**src/rtl/gps_pkg.sv**
```systemverilog
// Shared constants and types for the gait phase sampler.
package gps_pkg;

  localparam int ELAPSED_BITS_DEF  = 48;
  localparam int DURATION_BITS_DEF = 24;
  localparam int PROGRESS_BITS_DEF = 16;

  localparam int CFG_INDEX_BITS = 2;

  localparam logic [CFG_INDEX_BITS-1:0] REG_DOUBLE_SUPPORT = 2'd0;
  localparam logic [CFG_INDEX_BITS-1:0] REG_SWING          = 2'd1;
  localparam logic [CFG_INDEX_BITS-1:0] REG_FIRST_LEG      = 2'd2;

  localparam logic [1:0] MODE_DOUBLE = 2'd0;
  localparam logic [1:0] MODE_LEFT   = 2'd1;
  localparam logic [1:0] MODE_RIGHT  = 2'd2;

  typedef struct packed {
    logic       ok;
    logic [1:0] mode;
    logic       has_swing;
    logic       swing;
    logic       phase;
  } seg_info_t;

endpackage

```
**src/rtl/gps_mod_cell.sv**
```systemverilog
// One restoring step of the reduction of the sample modulo the gait cycle.
module gps_mod_cell #(
  parameter int ELAPSED_BITS = gps_pkg::ELAPSED_BITS_DEF,
  parameter int CYCLE_BITS   = gps_pkg::DURATION_BITS_DEF + 2
) (
  input  logic                    clk,
  input  logic                    rst,
  input  logic                    adv,
  input  logic [CYCLE_BITS-1:0]   cycle,
  input  logic                    v_in,
  input  logic [CYCLE_BITS-1:0]   rem_in,
  input  logic [ELAPSED_BITS-1:0] dv_in,
  output logic                    v_out,
  output logic [CYCLE_BITS-1:0]   rem_out,
  output logic [ELAPSED_BITS-1:0] dv_out
);

  logic [CYCLE_BITS:0]   trial;
  logic [CYCLE_BITS-1:0] rem_next;

  always_comb begin
    trial = {rem_in, dv_in[ELAPSED_BITS-1]};
    if (trial >= {1'b0, cycle}) begin
      rem_next = CYCLE_BITS'(trial - {1'b0, cycle});
    end else begin
      rem_next = trial[CYCLE_BITS-1:0];
    end
  end

  always_ff @(posedge clk) begin
    if (rst) begin
      v_out <= 1'b0;
    end else if (adv) begin
      v_out <= v_in;
    end
    if (adv) begin
      rem_out <= rem_next;
      dv_out  <= {dv_in[ELAPSED_BITS-2:0], 1'b0};
    end
  end

endmodule

```
**config.mk**
```make
export PLATFORM = sky130hd
export DESIGN_NAME = gps_mod_cell
export DESIGN_NICKNAME = d
export VERILOG_FILES = /design/src/rtl/gps_pkg.sv /design/src/rtl/gps_mod_cell.sv
export SDC_FILE = /design/constraint.sdc
export NUM_CORES = 1
export LEC_CHECK = 0
export ABC_AREA = 1
export BUFFER_PORTS_ARGS = -buffer_cell sky130_fd_sc_hd__buf_2
export CORE_MARGIN = 4
export CORE_UTILIZATION = 51
export CTS_BUF_LIST = sky130_fd_sc_hd__clkbuf_4 sky130_fd_sc_hd__clkbuf_8
export DETAILED_ROUTE_END_ITERATION = 10
export GPL_TIMING_DRIVEN = 0
export PLACE_DENSITY = 0.81
export SLEW_MARGIN = 10
export SYNTH_ARGS = -nofsm -noshare
export SYNTH_HDL_FRONTEND = slang
export SYNTH_SLANG_ARGS = --single-unit
```
**constraint.sdc**
```tcl
create_clock -name clk -period 2 [get_ports clk]
set_input_delay 0.1 -clock clk [delete_from_list [all_inputs] [get_ports clk]]
set_output_delay 0.1 -clock clk [all_outputs]
set_load 0.03 [all_outputs]
```
======== After elaboration in Yosys (flattened, before gate mapping) ========
Cells that the tools add are included.
word-level totals
  bits in registers ....................... 74
  bits of input ports ..................... 104
  output and inout bits ................... 75
  word-level logic and storage cells ...... 6
operators by class
  $add $sub $neg .......................... 1
  magnitude comparators ................... 1
  muxes and demuxes ....................... 1
operators with widths
  kind                                              count
  27-bit by 26-bit >= comparator with 1-bit output  1
  26-bit two-way mux                                1
  26-bit subtractor                                 1

======== Depth between registers and ports, before layout ========
Gate-level depths: netlist (run 1).
  depth after elaboration ................. 2
  mapped depth ............................ 14
  mapped depth without buffers ............ 14

======== Worst setup path after synthesis (run 1) ========
Ideal clock, no wire load.
  kind .................................... input port to flip-flop
  from .................................... input cycle[2]
  to ...................................... register rem_out[22], data pin
  setup time .............................. 0.253 ns
  arrival time ............................ 1.561 ns
  slack ................................... 0.186 ns
  cell stages on the path ................. 12
  buffers on the path ..................... 2
  path through ............................ inv_1 ha_1 or2_0 and2_4 nand2_1 nand3_2 nand2_2 nand3_2 buf_6 buf_12 nand3_1 nand2_1
between the ends
  cells in the longest elaborated chain, start to end .. 2
  elaborated cells between the ends (all ways) .. 3
  those cells by class .................... 1 x add/sub; 1 x order compare; 1 x mux
RTL lines
  item                                                                                          line                                    source
  start: declaration                                                                            gps_mod_cell.sv:9                       input logic [CYCLE_BITS-1:0] cycle,
  26-bit subtractor / 27-bit by 26-bit >= comparator with 1-bit output (equally long branches)  gps_mod_cell.sv:24, gps_mod_cell.sv:23
  26-bit two-way mux (*)                                                                        gps_mod_cell.sv:23                      if (trial >= {1'b0, cycle}) begin
  via rem_next[22]                                                                              gps_mod_cell.sv:19                      logic [CYCLE_BITS-1:0] rem_next;
  end signal: assignment                                                                        gps_mod_cell.sv:37                      rem_out <= rem_next;
  end: declaration                                                                              gps_mod_cell.sv:14                      output logic [CYCLE_BITS-1:0] rem_out,
Mark *: on every way through the listed nets, which the timed path passes. The rest lies on a longest branch.
A chain may end at the register's enable or synchronous reset.

======== Worst setup path in the final report (run 1) ========
  from .................................... input cycle[17]
  to ...................................... register rem_out[11], data pin
between the ends
  cells in the longest elaborated chain, start to end .. 2
RTL lines
  item                                              line
  27-bit by 26-bit >= comparator with 1-bit output  gps_mod_cell.sv:23
  26-bit two-way mux                                gps_mod_cell.sv:23
  via rem_next[11]                                  gps_mod_cell.sv:19
The timed path passes the listed nets, and every way through them passes these cells.

==> results of run 1 <==
[flip-flops by register name, indices dropped and copies added (netlist names)]
name / count
v_out: 1
dv_out: 47
rem_out: 26
[through the flow]
step                setup TNS [ps]  area [µm²]  total power, mW  cells  setup WS [ps]
floorplan                        0        4726            2.878    580          185.7
global placement             -2890        5747            3.284    865         -211.7
detailed placement           -2736        5777            3.321    866         -197.7
CTS                              0        6469            4.627    929          145.7
global route                     0        6480            4.889    929          32.47
finish                           0        6480            4.669    929          172.3
[final cells by class]
| cell class | instances | share of cell area |
|---|---|---|
| Buffer | 8 | 0.009654 |
| Clock buffer | 10 | 0.02027 |
| Clock inverter | 5 | 0.01236 |
| Inverter | 127 | 0.07357 |
| Multi-Input combinational cell | 371 | 0.3064 |
| Sequential cell | 74 | 0.3414 |
| Tap cell | 108 | 0.02085 |
| Timing Repair Buffer | 226 | 0.2155 |
[synthesized netlist by cell type, drive strengths merged (2+ instances only)]
cell,n,share of area
ha,26,0.069
nor2,33,0.032
edfxtp,73,0.46
a21oi,17,0.019
nor3,4,0.0074
nand2,201,0.16
inv,127,0.10
nand4,19,0.026
o21bai,2,0.0032
nand3,28,0.037
buf,7,0.012
xor2,13,0.024
or2,3,0.0040
nand3b,4,0.0064
o21ai,14,0.015
and2,2,0.0032
[cells by family after synthesis]
logic type                 Yosys count  share of synthesized area
and+or+nand+nor                    295                     0.2791
buffers and inverters              135                     0.1141
DFF                                 74                     0.4681
AOI/OAI and AO/OA                   33                    0.03680
adders and majority gates           27                    0.07307
xor gates and xnor gates            14                    0.02595
other                                1                  0.0007935
muxes                                1                   0.002118
[power by group through the flow]
stage	logic, mW	clock network, mW	registers (mW)
final	1.47	1.26	1.94
after global routing	1.59	1.34	1.96
after CTS	1.44	1.26	1.93
after detailed placement	1.35	0	1.97
after global placement	1.32	0	1.96
after floorplan	0.575	0	2.30
[per-layer routing]
layer	up-vias	GRT usage
li1	2304	-
met3	29	0.05525
met2	194	0.4885
met1	2154	0.3149
met5	-	0
met4	0	0.09117
[worst max-delay path: stages]
cell and delay (ps):
buf_2 80, inv_1 40, ha_1 370, nand2_1 140
nor2_1 230, nand2_1 100, inv_1 100, nand4_2 170
nand3_2 140, buf_2 250, o21ai_0 160
[worst paths after layout]
kind                                start           to
worst max-delay path            cycle[17]  rem_out[11]
worst min-delay path                  adv   rem_out[1]
worst max register to register      v_out        v_out
worst min register to register      v_out        v_out
[what timing repair did]
action | in CTS | in global routing
resized for setup | 0 | 2
hold buffers | 48 | 0
endpoints found under the setup margin | 0 | 5
hold endpoints to repair | 48 | 0
==> results.toml, run 1 <==
[critical_path]
critPathMaxFanout = 10
setup.worst_path.end_class = "flop"
worst-endpoint-required_ps = 2060
crit_type = "input pin to flop"
critPathLaunchType = "input pin"
ff2ff_path_depth = 2
critical_path_arrival_ps = 1890
regToRegSetupSlack_ps = 1350

[global_route]
overflow = 0
antenna_found_initial = 0
grtUsageTotal = 0.2693
grt_pass1_vias = 4752
grt_max_degree = 72
grt_pass1_wl_um = 23540

[floorplanning]
die_x_um = 104.3
num_io_pins = 179
die_y_um = 104.3
core_area_mm2 = 0.008848
dieArea_mm2 = 0.01087
initial_core_util = 0.5341
rows = 34

[route]
wl_met3_um = 940
finalWirelength_um = 14680
met2WireLength_um = 7357
first_pass_iters = 5
maxUsedRoutingLayer = "met4"
wl_per_cell_um = 15.80
antenna_left = 0
via_per_inst = 5.039
drc = 0
vias = 4681
wl_met1_um = 5995
drt_iter0_drc = 314

[synth]
syn_area_mm2 = 0.004726
synth.avg_cell_area_um2 = 8.148
synthesis.nets = 711
yosysSeqAreaShare = 0.4681
synthArstFlopShare = 0
ys_ff_latch = 74
synth_warnings = 0
synth_cell_types = 37
synth_edf_count = 73
ys.flop_type = "edfxtp_1"
synthCells = 580

[sta]
relSlewSlack = 0.6613
fin_skew_ps = 0
finalMaxSlewViolations = 0
finalHoldWorstSlack_ps = 13.33
timing.final.crit_period_ps = 1828
timing.final.hold_violations = 0
grt_setup_unrepaired = "false"
fmax_mhz = 547.1
setup_viol = 0
fin_crit_sh = 0.9139
worst_slew_pin_slew_ps = 508.0

[clock_tree]
clkSinkCount = 74
clk_latency_ps = 330
clkTransAtPathRegs_ps = 80
post_cts_buffers = 0
root_buffer = "clkbuf_8"
numCtsBuffers = 9
htreeDepth = 3
cts_buffer_depth = 2
cts_tree = "yes"

[power_and_ir_drop]
p_per_area_mw_per_mm2 = 720.5
internal_power_mw = 3.109
p_clk_frac = 0.269
sw_frac_of_total = 0.3341
p_sw_mw = 1.560
leakagePower_nw = 3.471
power_frac_seq = 0.416
comb_power_share = 0.315
ir_drop_uv = 365.7

[finish]
seq_area_mm2 = 0.002212
synthToLayoutAreaGrowth_pct = 37.12
layout-drive-gt1-share = 0.2753
insertedDiodeCount = 0
multi_input_area_mm2 = 0.001986
fill_cells = 686
layout_common_cells = "197 x nand2_1, 180 x buf_2, 126 x inv_1, 73 x edfxtp_1, 48 x dlygate4sd3_1"
fin_nets = 948
final_core_util = 0.7323
layout_commonest_cell = "nand2_1"

[place]
gp_congestion = 0.9242
dp_hpwl_um = 10300
port_buffers = 177

[worst_hold_path]
min_path_type = "input pin to flop"
min_path_cells = 1

[job]
maxCapViolations = 0

[outcome]
status = "complete, no violations"
Note: power is estimated with default switching activity, not from simulation.
==> run 2: changes to the inputs <==
--- a/config.mk
+++ b/config.mk
@@ -13,6 +13,7 @@
 export DETAILED_ROUTE_END_ITERATION = 10
 export GPL_TIMING_DRIVEN = 0
 export PLACE_DENSITY = 0.81
+export REMOVE_ABC_BUFFERS = 1
 export SLEW_MARGIN = 10
 export SYNTH_ARGS = -nofsm -noshare
 export SYNTH_HDL_FRONTEND = slang
==> results.toml, run 2 (synthesis results as in run 1) <==
[outcome]
status = "complete, no violations"

[finish]
seq_area_mm2 = 0.002212
largestRegisters = "dv_out (47), rem_out (26), v_out (1)"
multi_input_area_mm2 = 0.002038
fin_nets = 950
synthToLayoutAreaGrowth_pct = 38.39
largest_register_ffs = 47
layout_commonest_cell = "nand2_1"
fin_area_mm2 = 0.006540
layout-drive-gt1-share = 0.2779
fill_cells = 663
finalNonFillerCells = 934
layout_common_cells = "197 x nand2_1, 176 x buf_2, 126 x inv_1, 73 x edfxtp_1, 48 x dlygate4sd3_1"
regMostFlops = "dv_out"

[route]
wl_per_cell_um = 16.54
finalWirelength_um = 15440
wl_met1_um = 6230
first_pass_iters = 5
vias = 4728
via_per_inst = 5.062
antenna_left = 0
drt_iter0_drc = 299
maxUsedRoutingLayer = "met4"
drc = 0
met2WireLength_um = 7622
wl_met3_um = 1152

[clock_tree]
clkSinkCount = 74
clkTransAtPathRegs_ps = 90
htreeDepth = 3
cts_tree = "yes"
cts_buffer_depth = 2
clk_latency_ps = 350
numCtsBuffers = 9
root_buffer = "clkbuf_8"

[global_route]
grtUsageTotal = 0.2849
grt_max_degree = 49
antenna_found_initial = 2
overflow = 0
grt_pass1_vias = 4626
grt_pass1_wl_um = 24270

[place]
dp_hpwl_um = 10000
port_buffers = 177
dp_slack_ps = -1245
place_area_mm2 = 0.005707
dp_cells = 858
gp_congestion = 0.9180

[floorplanning]
dieArea_mm2 = 0.01087
initial_core_util = 0.5341
rows = 34
num_io_pins = 179
die_y_um = 104.3
core_area_mm2 = 0.008848
die_x_um = 104.3

[sta]
timing.final.crit_period_ps = 1821
grt_setup_unrepaired = "false"
finalHoldWorstSlack_ps = 71.10
fmax_mhz = 549.3
worst_slack_ps = 179.4
timing.final.hold_violations = 0
setup_viol = 0
finalMaxSlewViolations = 0
fin_skew_ps = 0
fin_crit_sh = 0.9103

[power_and_ir_drop]
p_total_mw = 4.671
leakagePower_nw = 3.513
ir_drop_uv = 469.8
p_per_area_mw_per_mm2 = 714.1

[critical_path]
cp_cell_sequence = "buf_2 -> inv_1 -> ha_1 -> a21oi_1 -> nand2_1 -> nand2_1 -> nand2_1 -> a21oi_4 -> buf_4 -> nand3_4 -> o21ai_0"
crit_top_cell = "nand2_1"
worst-endpoint-required_ps = 2180
critPathSlowestCell = "ha_1"
critPathLaunchType = "input pin"
cp_num_buf_inv = 3
critPathMaxFanout = 10
crit_family = "compound AO/OA/AOI/OAI gates"
setup.worst_path.end_class = "flop"
slowest_delay_ps = 380
critical_path_arrival_ps = 2000
worst-path-stages = 11
crit_type = "input pin to flop"
ff2ff_path_depth = 2

[job]
maxCapViolations = 0

[worst_hold_path]
min_path_type = "input pin to flop"
min_path_cells = 3
[run 2: through the flow]
step                      setup TNS [ps]  utilization
after floorplan                    -6668            -
after global placement            -30080       0.6424
after detailed placement          -30780       0.6449
after CTS                              0       0.7349
after global routing                   0       0.7391
final                                  0       0.7391
[run 2: worst paths after layout]
kind	startpoint	to	slack, ps
worst min-delay path	v_in	v_out	70
worst max register to register	v_out	v_out	1290
worst max-delay path	cycle[22]	rem_out[10]	180
worst min register to register	v_out	v_out	610
[run 2: power by group]
part           internal (mW)  total (mW)  switching (mW)
Sequential              1.90        1.94          0.0426
Combinational          0.506        1.47           0.966
Clock                  0.587        1.26           0.672
[run 2: area by class of cell]
cell class / instances / area share
sequential: 74 / 0.3382
clock buffer: 9 / 0.01894
timing repair buffer: 234 / 0.2254
clock inverter: 7 / 0.01148
inverter: 127 / 0.07289
tap: 108 / 0.02066
antenna: 2 / 0.0007653
multi-input combinational: 373 / 0.3117
[run 2: worst register-to-register path: stages (launching register included)]
cell	delay (ps)
dfxtp_1	330
mux2i_1	200
nor2_1	70
[run 2: timing repair]
| item | in CTS | in global routing |
|---|---|---|
| gates resized for setup | 5 | 1 |
| endpoints found under the hold margin | 48 | 0 |
| setup buffers | 6 | 2 |
| hold buffers | 48 | 0 |
| pin swaps | 2 | 0 |
| cloned | 2 | 0 |
| setup endpoints to repair | 26 | 26 |
[run 2: metal layers]
| layer | GRT usage | vias to the layer above |
|---|---|---|
| met5 | 0 | - |
| met4 | 0.1187 | 0 |
| met3 | 0.05525 | 40 |
| met2 | 0.4880 | 231 |
| met1 | 0.3507 | 2137 |
| li1 | - | 2320 |
