File: config.mk
export PLATFORM = sky130hd
export DESIGN_NAME = gps_segment
export DESIGN_NICKNAME = d
export VERILOG_FILES = /design/src/rtl/gps_pkg.sv /design/src/rtl/gps_segment.sv
export SDC_FILE = /design/constraint.sdc
export NUM_CORES = 1
export LEC_CHECK = 0
export CAP_MARGIN = 15
export CORE_MARGIN = 2
export CORE_UTILIZATION = 65
export DETAILED_ROUTE_END_ITERATION = 8
export DONT_BUFFER_PORTS = 1
export GPL_TIMING_DRIVEN = 0
export PLACE_DENSITY = 0.82
export SLEW_MARGIN = 0
export SYNTH_ARGS = -nofsm -noshare
export SYNTH_HDL_FRONTEND = slang
export SYNTH_SLANG_ARGS = --single-unit
export TNS_END_PERCENT = 50
File: constraint.sdc
create_clock -name clk -period 19.7 [get_ports clk]
set_input_delay 0 -clock clk [delete_from_list [all_inputs] [get_ports clk]]
set_output_delay 0 -clock clk [all_outputs]
set_load 0.1 [all_outputs]
File: src/rtl/gps_pkg.sv
// Shared constants and types for the gait phase sampler.
package gps_pkg;

  localparam int ELAPSED_BITS_DEF  = 48;
  localparam int DURATION_BITS_DEF = 24;
  localparam int PROGRESS_BITS_DEF = 16;

  localparam int CFG_INDEX_BITS = 2;

  localparam logic [CFG_INDEX_BITS-1:0] REG_DOUBLE_SUPPORT = 2'd0;
  localparam logic [CFG_INDEX_BITS-1:0] REG_SWING          = 2'd1;
  localparam logic [CFG_INDEX_BITS-1:0] REG_FIRST_LEG      = 2'd2;

  localparam logic [1:0] MODE_DOUBLE = 2'd0;
  localparam logic [1:0] MODE_LEFT   = 2'd1;
  localparam logic [1:0] MODE_RIGHT  = 2'd2;

  typedef struct packed {
    logic       ok;
    logic [1:0] mode;
    logic       has_swing;
    logic       swing;
    logic       phase;
  } seg_info_t;

endpackage

File: src/rtl/gps_segment.sv
// Picks the gait segment of the reduced time and its offset and length.
module gps_segment #(
  parameter int DURATION_BITS = gps_pkg::DURATION_BITS_DEF
) (
  input  logic                       clk,
  input  logic                       rst,
  input  logic                       adv,
  input  logic [DURATION_BITS-1:0]   ds,
  input  logic [DURATION_BITS-1:0]   sw,
  input  logic                       first,
  input  logic                       v_in,
  input  logic [DURATION_BITS+1:0]   t_in,
  output logic                       v_out,
  output logic [DURATION_BITS-1:0]   off_out,
  output logic [DURATION_BITS-1:0]   dur_out,
  output gps_pkg::seg_info_t         info_out
);

  logic [DURATION_BITS+1:0] ds_x, b1, b2;
  logic [DURATION_BITS-1:0] off_next, dur_next;
  gps_pkg::seg_info_t       info_next;
  logic                     second;

  always_comb begin
    second = ~first;
    ds_x   = (DURATION_BITS+2)'(ds);
    b1     = ds_x + (DURATION_BITS+2)'(sw);
    b2     = b1 + ds_x;
    info_next.ok = (ds != '0) && (sw != '0);
    if (t_in < ds_x) begin
      off_next             = DURATION_BITS'(t_in);
      dur_next             = ds;
      info_next.mode       = gps_pkg::MODE_DOUBLE;
      info_next.has_swing  = 1'b0;
      info_next.swing      = 1'b0;
      info_next.phase      = first;
    end else if (t_in < b1) begin
      off_next             = DURATION_BITS'(t_in - ds_x);
      dur_next             = sw;
      info_next.mode       = first ? gps_pkg::MODE_LEFT : gps_pkg::MODE_RIGHT;
      info_next.has_swing  = 1'b1;
      info_next.swing      = first;
      info_next.phase      = first;
    end else if (t_in < b2) begin
      off_next             = DURATION_BITS'(t_in - b1);
      dur_next             = ds;
      info_next.mode       = gps_pkg::MODE_DOUBLE;
      info_next.has_swing  = 1'b0;
      info_next.swing      = 1'b0;
      info_next.phase      = second;
    end else begin
      off_next             = DURATION_BITS'(t_in - b2);
      dur_next             = sw;
      info_next.mode       = second ? gps_pkg::MODE_LEFT : gps_pkg::MODE_RIGHT;
      info_next.has_swing  = 1'b1;
      info_next.swing      = second;
      info_next.phase      = second;
    end
  end

  always_ff @(posedge clk) begin
    if (rst) begin
      v_out <= 1'b0;
    end else if (adv) begin
      v_out <= v_in;
    end
    if (adv) begin
      off_out  <= off_next;
      dur_out  <= dur_next;
      info_out <= info_next;
    end
  end

endmodule

After elaboration in Yosys (flattened, before gate mapping):

Cells that the tools add are included.

* register bits: 55
* input bits: 79
* logic and storage cells: 31

* add/subtract/negate cells: 5
* $lt $le $gt $ge: 3
* mux-type cells: 11
* bitwise gates (word level): 1
* reduce and logical (&&, ||, !) cells: 3

Operators by type and width (count)
* $mux W24: 6
* $sub A24 B24 Y24: 3
* $reduce_bool A24 Y1: 2
* $add A25 B24 Y26: 1
* $lt A26 B24 Y1: 1
* $lt A26 B25 Y1: 1
* $lt A26 B26 Y1: 1
* $add A24 B24 Y25: 1
* $mux W5: 2
* $mux W2: 2
* $logic_and A1 B1 Y1: 1
* $mux W1: 1
* $not A1 Y1: 1

Depth between registers and ports, before layout:

Gate-level depths: netlist of the first run.

* depth after elaboration: 6
* mapped depth: 43

Least setup slack after synthesis of the first run:

No wires, ideal clock.

* path kind: input -> register
* start point: input ds[0]
* end point: register off_out[22], data pin
* arrival: 7.539 ns
* setup slack: 12.026 ns
* stages on the path: 41
* path through: ha_1 inv_1 fa_1 nor2b_1 o21ai_1 a21boi_1 o21ai_0 a21oi_1 a21o_1 a21oi_1 xnor2_1 ha_1 nand4_1 a21oi_1 a21oi_2 a311oi_1 o41ai_2 a31oi_1 (+5 left out) o2111ai_1 o21ai_1 clkbuf_1 clkbuf_1 a21oi_1 o22a_1 ha_1 fa_1 nor2b_1 o21ai_0 nand2_1 a21o_1 a21o_1 a21oi_1 a311oi_1 o311ai_0 a2111o_1 nand3_1

* cells in the longest elaborated chain, start to end: 6
* elaborated cells on any way between the ends: 11

Ends and longest elaborated chain
* from (decl): line gps_segment.sv:8 `input logic [DURATION_BITS-1:0] ds,`
* $add A24 B24 Y25: line gps_segment.sv:27 `b1 = ds_x + (DURATION_BITS+2)'(sw);`
* $add A25 B24 Y26: line gps_segment.sv:28 `b2 = b1 + ds_x;`
* $sub A24 B24 Y24 or $lt A26 B26 Y1 (tied branches): line gps_segment.sv:52, gps_segment.sv:44
* $mux W24: line gps_segment.sv:44 `end else if (t_in < b2) begin`
* $mux W24: line gps_segment.sv:37 `end else if (t_in < b1) begin`
* $mux W24 (*): line gps_segment.sv:30 `if (t_in < ds_x) begin`
* named net off_next[22]: line gps_segment.sv:20 `logic [DURATION_BITS-1:0] off_next, dur_next;`
* to (signal assigned): line gps_segment.sv:68 `off_out <= off_next;`
* to (decl): line gps_segment.sv:14 `output logic [DURATION_BITS-1:0] off_out,`

Mark *: on every way through the listed nets, which the timed path passes. The rest lies on a longest branch.
A chain may end at the register's enable or synchronous reset.

Final worst setup path of the first run:

* start point: input ds[0]
* end point: register off_out[23], data pin

Same word-level chain as after synthesis.

==> results of run 1 <==
[metrics by stage]
stage	worst slack (ns)	power [mW]
finish	10.42	1.29
global route	9.82	1.38
CTS	10.66	1.28
detailed placement	10.35	1.14
global placement	10.50	1.13
floorplan	12.03	1.02
[power breakdown]
part / switching [mW] / internal, mW
sequential: 0.293 / 0.192
clock: 0.0430 / 0.0596
combinational: 0.382 / 0.324
total: 0.717 / 0.576
[critical path, delay by kind of cell]
kind,cells,cell delay [ns]
simple gates,5,0.67
buf+inv,4,1.05
compound gates,26,5.48
xor+xnor,2,0.59
fa+ha+maj,5,1.53
[cells in the mapped netlist (all sizes together), types with 10 or more instances]
library cell	n
nor4	16
xnor2	36
clkbuf	10
edfxtp	53
inv	82
nand4	14
o21ai	49
nand2	61
ha	148
mux2	29
nand2b	12
a21oi	82
nor2b	17
nor3	14
xor2	28
a211oi	11
a21o	45
nor2	63
mux2i	14
o21a	13
[metal layers]
| metal | global-route usage | part of all wire |
|---|---|---|
| met2 | 0.557 | 0.44 |
| met4 | 0.142 | 0.035 |
| met5 | 0 | 0 |
| met3 | 0.0720 | 0.079 |
| met1 | 0.433 | 0.44 |
[final cells by class]
type / count / area [µm²]
inverters: 82 / 308
fillers: 863 / 2910
plain buffers: 14 / 72.6
clock buffers: 5 / 125
repair buffers: 75 / 768
multi-input cells: 769 / 5940
well taps: 147 / 184
flip-flops and latches: 54 / 1610
clock inverters: 3 / 40.0
[logic make-up after synthesis]
family | after synthesis | share of synthesized area
xor+xnor | 64 | 0.0707
fa+ha+maj | 151 | 0.241
mux | 43 | 0.0588
flops | 54 | 0.203
compound gates | 274 | 0.229
simple gates | 237 | 0.150
buf+inv | 96 | 0.0479
[worst max-delay path by stage]
stage | to | cells after the start | slack [ns] | from
floorplan | off_out[22] | 41 | 12.03 | ds[0]
CTS | off_out[23] | 42 | 10.66 | ds[0]
global route | off_out[23] | 42 | 9.82 | ds[0]
finish | off_out[23] | 42 | 10.42 | ds[0]
global placement | off_out[23] | 42 | 10.50 | ds[0]
detailed placement | off_out[23] | 42 | 10.35 | ds[0]
[sequential cells by signal, indices dropped and copies added (netlist names)]
name and count:
dur_out 24, off_out 24, info_out 5, v_out 1
[timing repair]
| item | CTS | global route |
|---|---|---|
| gates resized for setup | 0 | 0 |
| endpoints found under the hold margin | 104 | 0 |
| hold buffers | 75 | 0 |
==> out/qor.yml, run 1 <==
placement:
  place_area_um2: 8120
  portBuffers: 0
  dp_cells: 1066
  routabilityCongestion: 0.953
  place_hpwl_um: 16700
clock_network:
  cts.sinks: 54
  clk_pin_slew_ns: 0.07
  cts_tree: "done"
  cts_setup_buffers: 0
  cts_buffers: 5
  max-clock-path-buffers: 2
  cts_root_buf: "clkbuf_16"
  clock_latency_ns: 0.30
  htreeDepth: 2
outcome:
  status: "finished clean"
setup_path:
  cp-end-kind: "flip-flop"
  r2r_setup_slack_ns: 17.87
  start_kind: "input port"
  max_stage_delay_ns: 0.46
  reg2reg_from: "v_out"
  rr_worst_depth: 3
  critPathSlowestCell: "clkbuf_1"
  reg2reg_to: "v_out"
  worstSetupPathType: "input port to flip-flop"
  cp.required_ns: 19.75
  timing.critical_path.mode_cell: "a21oi_1"
  cp.arrival_ns: 9.33
  cp_max_fo: 10
sta:
  fin_hold_ws_ns: 0.00900
  fin_crit_sh: 0.471
  period_needed_ns: 9.28
  final-max-slew-violation-count: 0
  clock_skew_ns: 0
  setup_tns_ns: 0
  maxSlewHeadroom: 0.362
  final_hold_viol_count: 0
  setup-violations-final: 0
  worstMarginPinSlew_ns: 0.956
  fmaxAchievable_ghz: 0.108
  rsz0062_at_grt: "false"
flow_run:
  cap_violations: 0
detailed_routing:
  viasPerCell: 6.32
  drc: 0
  wirelength_um: 22200
  first_pass_iters: 5
  via_count: 7264
  drt_iter0_drc: 425
  routedWlPerCell_um: 19.3
  ant_nets: 0
synth:
  yosysSeqAreaShare: 0.203
  synth_cell_types: 68
  ys_top_cells_by_area: "ha_1 (23%), edfxtp_1 (20%), a21oi_1 (5.1%), a21o_1 (4.3%), xnor2_1 (4.0%)"
  synth_nets: 1149
  synth.largest_area_cell: "ha_1"
  synth_flop_cell: "edfxtp_1"
  synth_edf_count: 53
  synth.avg_cell_area_um2: 8.63
  synthCells: 919
  synth_area_um2: 7930
  synth-seq-cells: 54
  yosys_warnings: 0
  yosys.area.top_type_share: 0.233
  ys_async_sr_fraction: 0
finish:
  stdcell_count: 1149
  fin_area_um2: 9050
  n_antenna_cell: 0
  syn_to_final_growth_pct: 14.1
  finish.utilization: 0.757
  drive_gt1_frac: 0.0339
  final_cell_mix: "ha_1 (148), inv_1 (82), a21oi_1 (81)"
  final_common_cell: "ha_1"
  final_nets: 1231
floorplan:
  start_util: 0.663
  core_area_um2: 12000
  die_h_um: 114
  rows: 40
  dieWidth_um: 114
  io_pins: 134
  die-area_um2: 13100
global_routing:
  first_global_vias: 7117
  grt_usage: 0.340
  antenna_found_initial: 0
  grt_overflow_total: 0
  grt_pass1_wl_um: 34900
  grt_max_degree: 54
power:
  power.density_nw_per_um2: 143
  p_leak_nw: 4.15
  ir_drop_v: 0.0000900
hold_path:
  hold_start: "sw[13]"
  hold_end: "info_out[5]"
  min-delay-path-class: "input port to flip-flop"
  min_path_cells: 2
Note: power is estimated with default switching activity, not from simulation.
==> run 2: changes to the inputs <==
clock period = 9.18 ns   (was 19.7 ns; I/O delays follow)
==> run 2 against run 1 <==
Non-clock buffer count up 1. Register-to-register slack got worse by 11 ns. Critical endpoint unchanged. Power up 120%. Combinational power is 120% higher. Flip-flop and latch count stayed put. Largest power group unchanged. Sequential power grew 110%. Sequential share of layout area is 0.081 points lower. Clock power increased by 120%. Utilization is 0.35 points higher. Worst setup slack lost 9.8 ns. Largest cell class unchanged. Global-route usage stayed put. Highest routed layer unchanged.
==> out/qor.yml, run 2 (synthesis gave the netlist of run 1 again) <==
detailed_routing:
  viasPerCell: 6.30  # -0.33%
  wirelength_um: 22300  # +0.54%
  routedWlPerCell_um: 19.4  # +0.46%
  via_count: 7246  # -0.25%
  drc: 0  # unchanged
  first_pass_iters: 5  # unchanged
  ant_nets: 0  # unchanged
  drt_iter0_drc: 423  # -0.47%
sta:
  period_needed_ns: 8.58
  worstMarginPinSlew_ns: 0.956  # -0.000183 ns
  setup-violations-final: 0  # unchanged
  maxSlewHeadroom: 0.362  # about the same
  clock_skew_ns: 0  # unchanged
  fin_crit_sh: 0.935
  rsz0062_at_grt: "false"
  final_hold_viol_count: 0  # unchanged
  fmaxAchievable_ghz: 0.116
  fin_hold_ws_ns: 0.00555  # -0.00345 ns
  final-max-slew-violation-count: 0  # unchanged
power:
  power.density_nw_per_um2: 308  # +120%
  p_leak_nw: 4.17  # +0.40%
  ir_drop_v: 0.000195  # +120%
global_routing:
  grt_max_degree: 54  # unchanged
  first_global_vias: 7117  # unchanged
  grt_pass1_wl_um: 34900  # unchanged
  grt_overflow_total: 0  # unchanged
  antenna_found_initial: 0  # unchanged
  grt_usage: 0.340  # unchanged
floorplan:
  rows: 40  # unchanged
  dieWidth_um: 114  # unchanged
  io_pins: 134  # unchanged
  start_util: 0.663  # unchanged
  core_area_um2: 12000  # unchanged
  die-area_um2: 13100  # unchanged
  die_h_um: 114  # unchanged
setup_path:
  startpoint: "ds[0]"
  timing.critical_path.mode_cell: "a21oi_1"
  start_kind: "input port"
  cp.arrival_ns: 8.64  # -0.69 ns
  crit_family: "compound AO/OA/AOI/OAI gates"
  cp.required_ns: 9.24  # -10.51 ns
  path_buf_inv: 5  # +1
  reg2reg_from: "v_out"
  critPathSlowestCell: "fa_1"
  max_stage_delay_ns: 0.40  # -0.06 ns
  worstSetupPathType: "input port to flip-flop"
  cp-end-kind: "flip-flop"
  cp_max_fo: 10  # unchanged
clock_network:
  cts_buffers: 5  # unchanged
  clock_latency_ns: 0.31  # about the same
  cts.sinks: 54  # unchanged
  htreeDepth: 2  # unchanged
  clk_pin_slew_ns: 0.07  # about the same
  max-clock-path-buffers: 2  # unchanged
  cts_tree: "done"
  cts_root_buf: "clkbuf_16"
placement:
  place_hpwl_um: 16700  # unchanged
  routabilityCongestion: 0.953  # unchanged
  portBuffers: 0  # unchanged
  dp_cells: 1066  # unchanged
  place_area_um2: 8120  # unchanged
flow_run:
  cap_violations: 0  # unchanged
finish:
  fin_area_um2: 9090  # +0.46%
  n_antenna_cell: 0  # unchanged
  final_cell_mix: "ha_1 (148), inv_1 (82), a21oi_1 (79)"
  final_nets: 1232  # +0.081%
  final_common_cell: "ha_1"
  drive_gt1_frac: 0.0419  # +0.00794
  syn_to_final_growth_pct: 14.6
  n_fill_cell: 855  # -0.93%
  stdcell_count: 1150  # +0.087%
  reg_top3: "dur_out x24, off_out x24, info_out x5"
hold_path:
  min-delay-path-class: "input port to flip-flop"
  hold_start: "sw[13]"
outcome:
  status: "finished clean"
-- run 2: cell types whose count changed in the layout (fill, tap and decap cells not counted), sizes merged --
cell | before | now
buf | 5 | 6
-- run 2: final timing paths --
check | slack, ns | cells past startpoint | endpoint
min | 0.006 | 2 | info_out[5]
max | 0.60 | 43 | off_out[23]
min reg2reg | 1.56 | 3 | v_out
max reg2reg | 7.35 | 3 | v_out
-- run 2: metrics by stage --
stage | power, mW | worst slack [ns] | setup TNS (ns) | util
floorplan | 2.19 | 1.51 | 0 | -
finish | 2.80 | 0.595 | 0 | 0.760
global placement | 2.42 | -0.0242 | -0.0242 | 0.679
global route | 2.99 | 0.00138 | 0 | 0.760
CTS | 2.75 | 0.139 | 0 | 0.757
detailed placement | 2.45 | -0.169 | -0.234 | 0.679
-- run 2: repair_timing --
item	4_1_cts	5_1_grt
hold buffers	75	0
gates resized for setup	0	11
endpoints found under the hold margin	104	0
endpoints found under the setup margin	0	12
setup buffers	0	1
-- run 2: layout make-up --
| cell class | count | area, µm² | share of cell area |
|---|---|---|---|
| clock buffer | 5 | 125 | 0.0138 |
| inverter | 82 | 308 | 0.0339 |
| multi-input combinational | 769 | 5970 | 0.657 |
| tap | 147 | 184 | 0.0202 |
| sequential | 54 | 1610 | 0.177 |
| buffer | 14 | 76.3 | 0.00839 |
| clock inverter | 3 | 40.0 | 0.00440 |
| timing repair buffer | 76 | 776 | 0.0853 |
-- run 2: power breakdown --
group	switching [mW]	total, mW	internal [mW]
registers	0.628	1.04	0.413
clock network	0.0943	0.222	0.128
logic	0.829	1.54	0.706
-- run 2: layer usage --
metal / global-route usage / vias up / wire length, µm
met4: 0.142 / 0 / 810
li1: - / 3587 / -
met5: 0 / - / 0
met1: 0.433 / 3312 / 9920
met3: 0.0720 / 45 / 1640
met2: 0.557 / 302 / 9970
==> run 3: changes to the inputs <==
CAP_MARGIN = not set   (was 15)
CTS_BUF_LIST = sky130_fd_sc_hd__clkbuf_4   (was not set)
==> run 3 against run 2 <==
Sequential share of layout area rose by 0.076 points. Final area shrank 0.43%. Clock skew unchanged. Worst setup slack lost 0.058 ns. Critical path type unchanged. Largest power group unchanged.
==> out/qor.yml, run 3 (synthesis gave the netlist of run 1 again) <==
power:
  p_int_mw: 1.17  # -5.9%
  share_comb_of_total_power: 0.566  # +0.017
  p_leak_nw: 4.16  # -0.27%
  power.density_nw_per_um2: 299  # -2.7%
  swShare: 0.567  # +0.0128
  pwr-share-clk: 0.051  # -0.028
  power.switching_mw: 1.54  # -0.91%
  p_seq_frac: 0.383  # +0.011
  ir_drop_v: 0.000193  # -1.0%
global_routing:
  antenna_found_initial: 0  # unchanged
  grt_overflow_total: 0  # unchanged
  grt_max_degree: 54  # unchanged
  grt_pass1_wl_um: 35700  # +2.4%
  first_global_vias: 7239  # +1.7%
  grt_usage: 0.346  # +0.00622
setup_path:
  cp.arrival_ns: 8.81  # +0.17 ns
  max_stage_delay_ns: 0.44  # +0.04 ns
  worstSetupPathType: "input port to flip-flop"
  cp.required_ns: 9.35  # +0.11 ns
  cp-end-kind: "flip-flop"
  start_kind: "input port"
  critPathSlowestCell: "a311oi_1"
  r2r_setup_slack_ns: 7.33  # -0.02 ns
  cp_max_fo: 10  # unchanged
sta:
  maxSlewHeadroom: 0.362  # +0.000428
  rsz0062_at_grt: "false"
  fin_crit_sh: 0.942  # +0.00637
  clock_skew_ns: 0  # unchanged
  final-max-slew-violation-count: 0  # unchanged
  setup-violations-final: 0  # unchanged
  period_needed_ns: 8.64  # +0.0585 ns
  setup_tns_ns: 0  # unchanged
  fmaxAchievable_ghz: 0.116  # -0.68%
  final_hold_viol_count: 0  # unchanged
  worstMarginPinSlew_ns: 0.955  # -0.000642 ns
  setup_slack_ns: 0.537  # -0.0585 ns
finish:
  n_fill_cell: 852  # -0.35%
  fin_area_um2: 9050  # -0.43%
  n_antenna_cell: 0  # unchanged
  syn_to_final_growth_pct: 14.1
  multi_input_area_um2: 5960  # -0.19%
  final_nets: 1238  # +0.49%
  final_common_cell: "ha_1"
  reg_top3: "dur_out x24, off_out x24, info_out x5"
  final_cell_mix: "ha_1 (148), inv_1 (82), dlygate4sd3_1 (80)"
  register_area_um2: 1610  # unchanged
  drive_gt1_frac: 0.0396  # -0.00223
placement:
  place_ws_ns: -0.169  # unchanged
  place_hpwl_um: 16700  # unchanged
  place_area_um2: 8120  # unchanged
  portBuffers: 0  # unchanged
  routabilityCongestion: 0.953  # unchanged
detailed_routing:
  wirelength_um: 22700  # +1.5%
  routedWlPerCell_um: 19.6  # +0.99%
  viasPerCell: 6.33  # +0.47%
  ant_nets: 0  # unchanged
  via_count: 7318  # +0.99%
  first_pass_iters: 5  # unchanged
  drt_iter0_drc: 385  # -9.0%
  drc: 0  # unchanged
clock_network:
  cts_tree: "done"
  clock_latency_ns: 0.39  # +0.08 ns
  cts.sinks: 54  # unchanged
  clk_pin_slew_ns: 0.14  # +0.07 ns
  cts_root_buf: "clkbuf_4"
  max-clock-path-buffers: 2  # unchanged
  cts_buffers: 5  # unchanged
  htreeDepth: 2  # unchanged
floorplan:
  io_pins: 134  # unchanged
  dieWidth_um: 114  # unchanged
  die_h_um: 114  # unchanged
  rows: 40  # unchanged
  start_util: 0.663  # unchanged
  core_area_um2: 12000  # unchanged
  die-area_um2: 13100  # unchanged
flow_run:
  cap_violations: 0  # unchanged
hold_path:
  min-delay-path-class: "input port to flip-flop"
outcome:
  status: "finished clean"
-- run 3: cell types whose count changed in the layout (fill, tap and decap cells not counted) --
cell           previous run  this run
o31ai_1                   5         6
clkbuf_16                 5         0
dlygate4sd3_1            74        80
o31ai_2                   1         0
a311oi_2                  1         0
clkbuf_4                  0         5
a311oi_1                  2         3
-- run 3: layout make-up --
class,instances,share of cell area
buffer,14,0.00843
clock buffer,5,0.00415
clock inverter,3,0.00442
inverter,82,0.0340
multi-input combinational,769,0.658
sequential,54,0.178
tap,147,0.0203
timing repair buffer,82,0.0923
-- run 3: power by group through the flow --
stage	Combinational (mW)	Clock, mW	Sequential (mW)
2_1_floorplan	1.15	0	1.04
6_report	1.53	0.138	1.04
3_5_place_dp	1.41	0	1.04
4_1_cts	1.49	0.138	1.04
3_3_place_gp	1.38	0	1.04
5_1_grt	1.71	0.148	1.05
-- run 3: metrics by stage --
step	power [mW]	hold slack (ns)	utilization	instances
5_1_grt	2.90	0.0161	0.757	1156
4_1_cts	2.67	0.000912	0.754	1155
6_report	2.71	0.0175	0.757	1156
3_3_place_gp	2.42	0.0740	0.679	1066
3_5_place_dp	2.45	0.0782	0.679	1066
2_1_floorplan	2.19	0.0724	-	919
-- run 3: path summary, 6_finish.rpt --
path	from	endpoint	cells after the start
setup / recovery	ds[0]	off_out[23]	42
hold / removal	t_in[23]	off_out[23]	2
setup reg to reg	v_out	v_out	3
hold reg to reg	v_out	v_out	3
-- run 3: routing by layer --
layer  GRT usage  part of all wire  vias to the layer above  wire length, µm
li1            -                 -                     3605                -
met4       0.133             0.035                        0              783
met2       0.565              0.45                      355            10100
met1       0.452              0.44                     3308             9930
met3      0.0667             0.082                       50             1860
met5           0                 0                        -                0
-- run 3: what timing repair did --
item	in CTS	in global routing
endpoints found under the hold margin	106	0
endpoints found under the setup margin	0	11
buffers inserted	0	1
resized for setup	0	9
hold buffers	81	0
-- run 3: critical path, delay by kind of cell --
| family | cells | cell delay [ns] |
|---|---|---|
| buffers and inverters | 5 | 0.67 |
| adders and majority gates | 5 | 1.54 |
| muxes | 1 | 0.22 |
| AOI/OAI and AO/OA | 23 | 5.09 |
| and+or+nand+nor | 6 | 0.82 |
| xor gates and xnor gates | 2 | 0.47 |
